### config.mk
export PLATFORM = sky130hd
export DESIGN_NAME = wtm_ctrl
export DESIGN_NICKNAME = d
export VERILOG_FILES = /design/src/hdl/wtm_pkg.sv /design/src/hdl/wtm_ctrl.sv
export VERILOG_INCLUDE_DIRS = /design/src /design/src/hdl
export SDC_FILE = /design/constraint.sdc
export NUM_CORES = 1
export LEC_CHECK = 0
export ABC_AREA = 1
export BUFFER_PORTS_ARGS = -buffer_cell sky130_fd_sc_hd__buf_2
export CAP_MARGIN = 20
export CORE_AREA = 2 2 39 41
export DETAILED_ROUTE_END_ITERATION = 8
export DIE_AREA = 0 0 41 43
export PLACE_DENSITY_LB_ADDON = 0.25
export SKIP_LAST_GASP = 1
export SYNTH_ARGS = -nofsm -noshare
export SYNTH_HDL_FRONTEND = slang
export SYNTH_SLANG_ARGS = --single-unit
### constraint.sdc
create_clock -name i_clk -period 1.65 [get_ports i_clk]
set_clock_uncertainty 0.2 [all_clocks]
set_input_delay 0.0825 -clock i_clk [delete_from_list [all_inputs] [get_ports i_clk]]
set_output_delay 0.0825 -clock i_clk [all_outputs]
set_load 0.01 [all_outputs]
### src/hdl/windowed_throughput_meter_macros.svh
// Assertion macros shared by the windowed throughput meter RTL.
// No dependencies; compiled before every file that asserts.
`ifndef WINDOWED_THROUGHPUT_METER_MACROS_SVH
`define WINDOWED_THROUGHPUT_METER_MACROS_SVH

`ifndef SYNTHESIS
// Same-cycle implication, sampled on the rising clock edge.
`define WTM_ASSERT_IMP(lbl, clk, rst_n, ante, cons) \
    lbl: assert property (@(posedge clk) disable iff (!rst_n) (ante) |-> (cons)) \
        else $error("implication check failed");
// Next-cycle implication.
`define WTM_ASSERT_NXT(lbl, clk, rst_n, ante, cons) \
    lbl: assert property (@(posedge clk) disable iff (!rst_n) (ante) |=> (cons)) \
        else $error("next-cycle check failed");
`else
`define WTM_ASSERT_IMP(lbl, clk, rst_n, ante, cons)
`define WTM_ASSERT_NXT(lbl, clk, rst_n, ante, cons)
`endif

`endif

### src/hdl/wtm_pkg.sv
// Shared constants, payload structs and control/status structs of the
// windowed throughput meter. No dependencies.
package wtm_pkg;

    localparam int HIST_DEPTH  = 60;
    localparam int WIN_COUNT   = 4;
    localparam int OUT_WINDOWS = 4;
    localparam int HIST_AW     = $clog2(HIST_DEPTH);
    localparam int WIN_IW      = (WIN_COUNT > 1) ? $clog2(WIN_COUNT) : 1;

    localparam int BYTE_W   = 64;
    localparam int TIME_W   = 48;
    localparam int CNT_W    = 32;
    localparam int RATE_W   = 32;
    localparam int PERIOD_W = 16;
    localparam int WLEN_W   = 6;
    localparam int SLOT_W   = (HIST_AW + 1 > WLEN_W) ? HIST_AW + 1 : WLEN_W;

    // bytes * 1000 fits in 74 bits
    localparam int NUM_W  = BYTE_W + 10;
    localparam int HI_W   = NUM_W - RATE_W;
    localparam int CMP_W  = (HI_W > TIME_W) ? HI_W : TIME_W;
    localparam int DIV_CW = $clog2(RATE_W + 1);
    localparam int T24_W  = BYTE_W + 5;

    localparam int CFG_DW = 16;
    localparam int CFG_IW = 3;
    localparam logic [CFG_IW-1:0] CFG_PERIOD    = CFG_IW'(0);
    localparam logic [CFG_IW-1:0] CFG_WIN_FIRST = CFG_IW'(1);

    localparam logic [PERIOD_W-1:0] PERIOD_RESET = PERIOD_W'(1000);

    function automatic logic [WLEN_W-1:0] win_reset(input int idx);
        logic [WLEN_W-1:0] v;
        case (idx)
            0:       v = WLEN_W'(1);
            1:       v = WLEN_W'(5);
            2:       v = WLEN_W'(20);
            default: v = WLEN_W'(60);
        endcase
        return v;
    endfunction

    typedef struct packed {
        logic [CNT_W-1:0]  byte_count;
        logic [TIME_W-1:0] now_ms;
    } t_wtm_in;

    typedef struct packed {
        logic [BYTE_W-1:0] total_received;
        logic              sampled;
        logic [RATE_W-1:0] rate_a;
        logic [RATE_W-1:0] rate_b;
        logic [RATE_W-1:0] rate_c;
        logic [RATE_W-1:0] rate_d;
        logic [RATE_W-1:0] peak_a;
        logic [RATE_W-1:0] peak_b;
        logic [RATE_W-1:0] peak_c;
        logic [RATE_W-1:0] peak_d;
        logic [TIME_W-1:0] stall_since_ms;
    } t_wtm_out;

    typedef struct packed {
        logic [TIME_W-1:0] time_ms;
        logic [BYTE_W-1:0] bytes;
    } t_wtm_hist;

    typedef struct packed {
        logic cap_in;
        logic add;
        logic decide;
        logic stall;
        logic rd_win;
        logic win_diff;
        logic mul1;
        logic mul2;
        logic div_start;
        logic win_upd;
        logic push;
        logic load_out;
    } t_wtm_cmd;

    typedef struct packed {
        logic fire;
        logic div_busy;
        logic div_done;
        logic last_win;
    } t_wtm_sts;

endpackage

### src/hdl/wtm_ctrl.sv
// Sequencer of the throughput meter: steps the datapath through one request.
// Depends on wtm_pkg and the assertion macro header.
`include "windowed_throughput_meter_macros.svh"
module wtm_ctrl (
    input  logic              i_clk,
    input  logic              i_rst_n,
    input  logic              i_in_valid,
    output logic              o_in_ready,
    output logic              o_out_valid,
    input  logic              i_out_ready,
    input  wtm_pkg::t_wtm_sts i_sts,
    output wtm_pkg::t_wtm_cmd o_cmd
);
    import wtm_pkg::*;

    typedef enum logic [3:0] {
        S_IDLE,
        S_ADD,
        S_DECIDE,
        S_STALL,
        S_WIN_RD,
        S_WIN_DIFF,
        S_MUL1,
        S_MUL2,
        S_DIV,
        S_WAIT,
        S_PUSH,
        S_OUT
    } t_state;

    t_state r_state;
    t_state n_state;
    logic   r_out_full;

    always_comb begin
        n_state = r_state;
        o_cmd   = '0;
        case (r_state)
            S_IDLE: begin
                if (i_in_valid) begin
                    o_cmd.cap_in = 1'b1;
                    n_state      = S_ADD;
                end
            end
            S_ADD: begin
                o_cmd.add = 1'b1;
                n_state   = S_DECIDE;
            end
            S_DECIDE: begin
                o_cmd.decide = 1'b1;
                n_state      = i_sts.fire ? S_STALL : S_OUT;
            end
            S_STALL: begin
                o_cmd.stall = 1'b1;
                n_state     = S_WIN_RD;
            end
            S_WIN_RD: begin
                o_cmd.rd_win = 1'b1;
                n_state      = S_WIN_DIFF;
            end
            S_WIN_DIFF: begin
                o_cmd.win_diff = 1'b1;
                n_state        = S_MUL1;
            end
            S_MUL1: begin
                o_cmd.mul1 = 1'b1;
                n_state    = S_MUL2;
            end
            S_MUL2: begin
                o_cmd.mul2 = 1'b1;
                n_state    = S_DIV;
            end
            S_DIV: begin
                o_cmd.div_start = 1'b1;
                n_state         = S_WAIT;
            end
            S_WAIT: begin
                if (i_sts.div_done) begin
                    o_cmd.win_upd = 1'b1;
                    n_state       = i_sts.last_win ? S_PUSH : S_WIN_RD;
                end
            end
            S_PUSH: begin
                o_cmd.push = 1'b1;
                n_state    = S_OUT;
            end
            S_OUT: begin
                if (!r_out_full || i_out_ready) begin
                    o_cmd.load_out = 1'b1;
                    n_state        = S_IDLE;
                end
            end
            default: begin
                n_state = S_IDLE;
            end
        endcase
    end

    always_ff @(posedge i_clk) begin
        if (!i_rst_n) begin
            r_state    <= S_IDLE;
            r_out_full <= 1'b0;
        end else begin
            r_state <= n_state;
            if (o_cmd.load_out) begin
                r_out_full <= 1'b1;
            end else if (i_out_ready) begin
                r_out_full <= 1'b0;
            end
        end
    end

    assign o_in_ready  = r_state == S_IDLE;
    assign o_out_valid = r_out_full;

    `WTM_ASSERT_IMP(a_done_in_wait, i_clk, i_rst_n, i_sts.div_done, r_state == S_WAIT)
    `WTM_ASSERT_NXT(a_one_item, i_clk, i_rst_n, i_in_valid && o_in_ready, !o_in_ready)
    `WTM_ASSERT_IMP(a_idle_quiet, i_clk, i_rst_n, r_state == S_IDLE, !i_sts.div_busy)

endmodule

---- After elaboration in Yosys (flattened, before gate mapping) ----
Index checks and enable logic that the tools add are counted.
cells by class
  equal/unequal tests ..................... 14
  muxes and demuxes ....................... 23
  reduce and logical (&&, ||, !) cells .... 5
operators with widths
  kind                                                             count
  4-bit case mux with 12 select lines                              1
  4-bit two-way mux                                                5
  1-bit two-way mux                                                17
  4-bit by 3-bit == test with 1-bit output, second input constant  4
  4-bit == test, second input constant                             4
  4-bit by 2-bit == test with 1-bit output, second input constant  2
  2-bit != test, second input constant                             3
  4-bit by 1-bit == test with 1-bit output, second input constant  1
  4-bit zero test                                                  1
  3-bit AND reduction                                              1
  2-bit nonzero test                                               1
  1-bit zero test                                                  1
  1-bit logical OR                                                 1
storage, ports and cells
  bits in registers ....................... 5
  input bits .............................. 8
  output and inout port bits .............. 14

---- Logic depth before layout (Yosys ltp) ----
  depth in word-level cells ............... 5
  depth in mapped cells ................... 8
  mapped depth without buffers ............ 8

---- Worst setup path before layout ----
No wires, ideal clock.
  path kind ............................... reg2reg
  start point ............................. register r_out_full, in the netlist o_out_valid
  end point ............................... register r_state[3]
  data arrival time ....................... 0.930 ns
  setup slack ............................. 0.401 ns
  cell stages (with the launch flop) ...... 8
  period minus slack after synthesis ...... 1.249 ns
  path through ............................ dfxtp_1 inv_1 nor2_1 nand3_2 nand3_2 inv_1 nand2_1 a21oi_2
between the ends
  cells in the longest elaborated chain, start to end .. 4
RTL lines
  what                           RTL line         text
  start: declaration             wtm_ctrl.sv:33   logic r_out_full;
  start signal: assignment       wtm_ctrl.sv:102  r_out_full <= 1'b0;
  start signal: assignment       wtm_ctrl.sv:106  r_out_full <= 1'b1;
  start signal: assignment       wtm_ctrl.sv:108  r_out_full <= 1'b0;
  1-bit zero test                wtm_ctrl.sv:88   if (!r_out_full || i_out_ready) begin
  1-bit logical OR               wtm_ctrl.sv:88
  2-bit != test (no line)        --
  3-bit AND reduction (no line)  --
  end signal: assignment         wtm_ctrl.sv:104  r_state <= n_state;
  end: declaration               wtm_ctrl.sv:31   t_state r_state;
Every way passes these cells.
A chain may end at the register's enable or synchronous reset.

==> flow_metrics.tcl <==
set metrics [dict create \
    status "completed" \
    cts_tree "built" \
    crit_buf_inv 3 \
    portBuffers 20 \
    vias 503 \
    hold_viol 0 \
    cp_cell_sequence "inv_1 > nor2_1 > inv_1 > nor3_1 > buf_2" \
    crit_path_start "r_state[2]$_SDFFE_PN0P_" \
    chipHeight_um 43 \
    grt_max_degree 8 \
    grt_first_pass_wirelength_mm 1.50 \
    cts_buffers 3 \
    syn_avg_cell_area_um2 5.50 \
    power.leakage_nw 0.376 \
    syn_area_um2 407 \
    core_um2 1380 \
    yosysSeqAreaShare_pct 24.6 \
    place_area_um2 527 \
    required_ns 1.37 \
    dieWidth_um 41 \
    critical_path_arrival_ns 1.27 \
    slew_headroom_pct 81.6 \
    power_w 0.000424 \
    synth-xor-area-share_pct 0 \
    crit_type "flip-flop to output port" \
    cap_violations 0 \
    synthCells 74 \
    fin_crit_sh_pct 93.9 \
    clk_latency_ns 0.24 \
    ant_nets 0 \
    rr_startpoint "r_state[3]$_SDFFE_PN0P_" \
    drv_slew 0 \
    drtPass1Iterations 4 \
    antenna_found_initial 0 \
    wl_per_cell_um 8.28 \
    final-setup-viol-count 0 \
    layoutNonFillerInstCount 116 \
    h-tree-depth 1 \
    stdcell_area_um2 573 \
    crit_family "flip-flops" \
    crit_path_frequent_cell "inv_1" \
    syn_nets 82 \
    fmax_ghz 0.646 \
    fin_worst_hold_slack_ns 0.0470 \
    synth_top_family_by_area "simple AND/OR/NAND/NOR gates" \
    rsz0062_at_grt "no" \
    hpwlAfterDp_um 793 \
    num_io_pins 22 \
    track_usage_pct 13.0 \
    synthSimpleGateAreaFrac_pct 47.7 \
    placedCellCount 110 \
    start_util_pct 29.4 \
    synth_compound_area_share_pct 8.31 \
    wirelength_um 961 \
    area_growth_pct 40.9 \
    worst_pin_slew_ns 0.275 \
    synthAdderAreaFrac_pct 0 \
    setup-tns-final_ns 0 \
    grt_pass1_vias 412 \
    cts_buffer_depth 2 \
    place_congestion 0.777 \
    final_cell_mix "inv_1 (20), buf_2 (20), nor2_1 (16)" \
    peakVddDrop_mv 0.267 \
    ys.warnings.count 0 \
    cts_sinks 5 \
    period_minus_slack_ns 1.55 \
    rows 14 \
    start_kind "flip-flop" \
    cpMaxStageDelayCell "dfxtp_1" \
    drive_gt1_share_pct 30.0 \
    path_max_fanout 4 \
    die-area_um2 1760 \
    synth_cell_types 15 \
    synthMuxAreaShare_pct 0 \
    end_kind "output port" \
    final_nets 109 \
    drtIter0Drc 10 \
    clock_tree.root_cell "clkbuf_4" \
    ys_ff_latch 5 \
    powerDensity_nw_per_um2 739 \
    grt_overflow 0 \
    clk_pin_slew_ns 0.04 \
    max_stage_delay_ns 0.40 \
    hp-start "i_sts[3]" \
    antenna_cells 0 \
    hold_class "input pin to flip-flop" \
    routed_via_density 4.34 \
    drc 0 \
]
-- per-stage QoR --
stage,util [%],setup slack [ns]
final,41.4,0.101
after CTS,41.4,0.0845
after global placement,38.1,0.275
after floorplan,-,0.401
after detailed placement,38.1,0.239
after global routing,41.4,0.0173
-- metal layers --
metal	vias to the layer above	part of all wire, %	track usage [%]
li1	273	-	-
met1	206	43	13.6
met2	20	45	20.6
met3	4	9.1	3.14
met4	0	2.2	10.0
met5	-	0	0
-- repair_timing --
action,4_1_cts,5_1_grt
resized for setup,0,0
setup buffers,0,0
hold endpoints to repair,4,0
hold buffers,2,0
-- layout make-up --
class,instances,area (um^2)
sequential,5,100
fill,172,811
clock buffer,4,26.3
tap,16,20.0
timing repair buffer,22,120
inverter,21,78.8
multi-input combinational,48,228
-- registers in the layout, indices dropped and copies added, names as in the netlist --
signal and cells:
o_out_valid 1, r_state 4
-- where the power goes --
group          internal, W  switching (W)
sequential        0.000131      0.0000118
clock            0.0000915      0.0000510
combinational    0.0000529      0.0000854
total             0.000275       0.000148
-- Yosys cell counts --
cell type / number / area (um^2)
a21oi_1: 3 / 15.0
nor2_1: 16 / 60.1
o21ai_0: 1 / 5.00
nor2_2: 1 / 6.26
nor2_4: 1 / 11.3
inv_2: 1 / 3.75
nand3_2: 2 / 20.0
nor3_2: 1 / 10.0
nand3_1: 4 / 20.0
nor3_1: 2 / 10.0
dfxtp_1: 5 / 100
o21ai_1: 1 / 5.00
a21oi_2: 1 / 8.76
inv_1: 20 / 75.1
nand2_1: 15 / 56.3
-- worst reg2reg max path: stages, from the launching register on --
cell and delay [ns]:
dfxtp_1 0.36, inv_1 0.09, nor2_4 0.18, nand3_1 0.15
nand3_2 0.12, inv_1 0.06, nand2_1 0.08, a21oi_2 0.05
-- worst paths after layout --
path	endpoint	slack (ns)	depth (start not counted)
setup / recovery	o_cmd[5]	0.10	5
hold reg to reg	o_out_valid$_SDFFE_PN0P_	0.39	4
setup reg to reg	r_state[3]$_SDFFE_PN0P_	0.25	7
hold / removal	r_state[3]$_SDFFE_PN0P_	0.05	6
-- cell families (layout without fill, tap and decap cells) --
family / after synthesis / after routing
AOI/OAI and AO/OA: 6 / 6
DFF: 5 / 5
and+or+nand+nor: 42 / 42
buffers and inverters: 21 / 47
No activity file was read; power rests on OpenSTA's default activity.
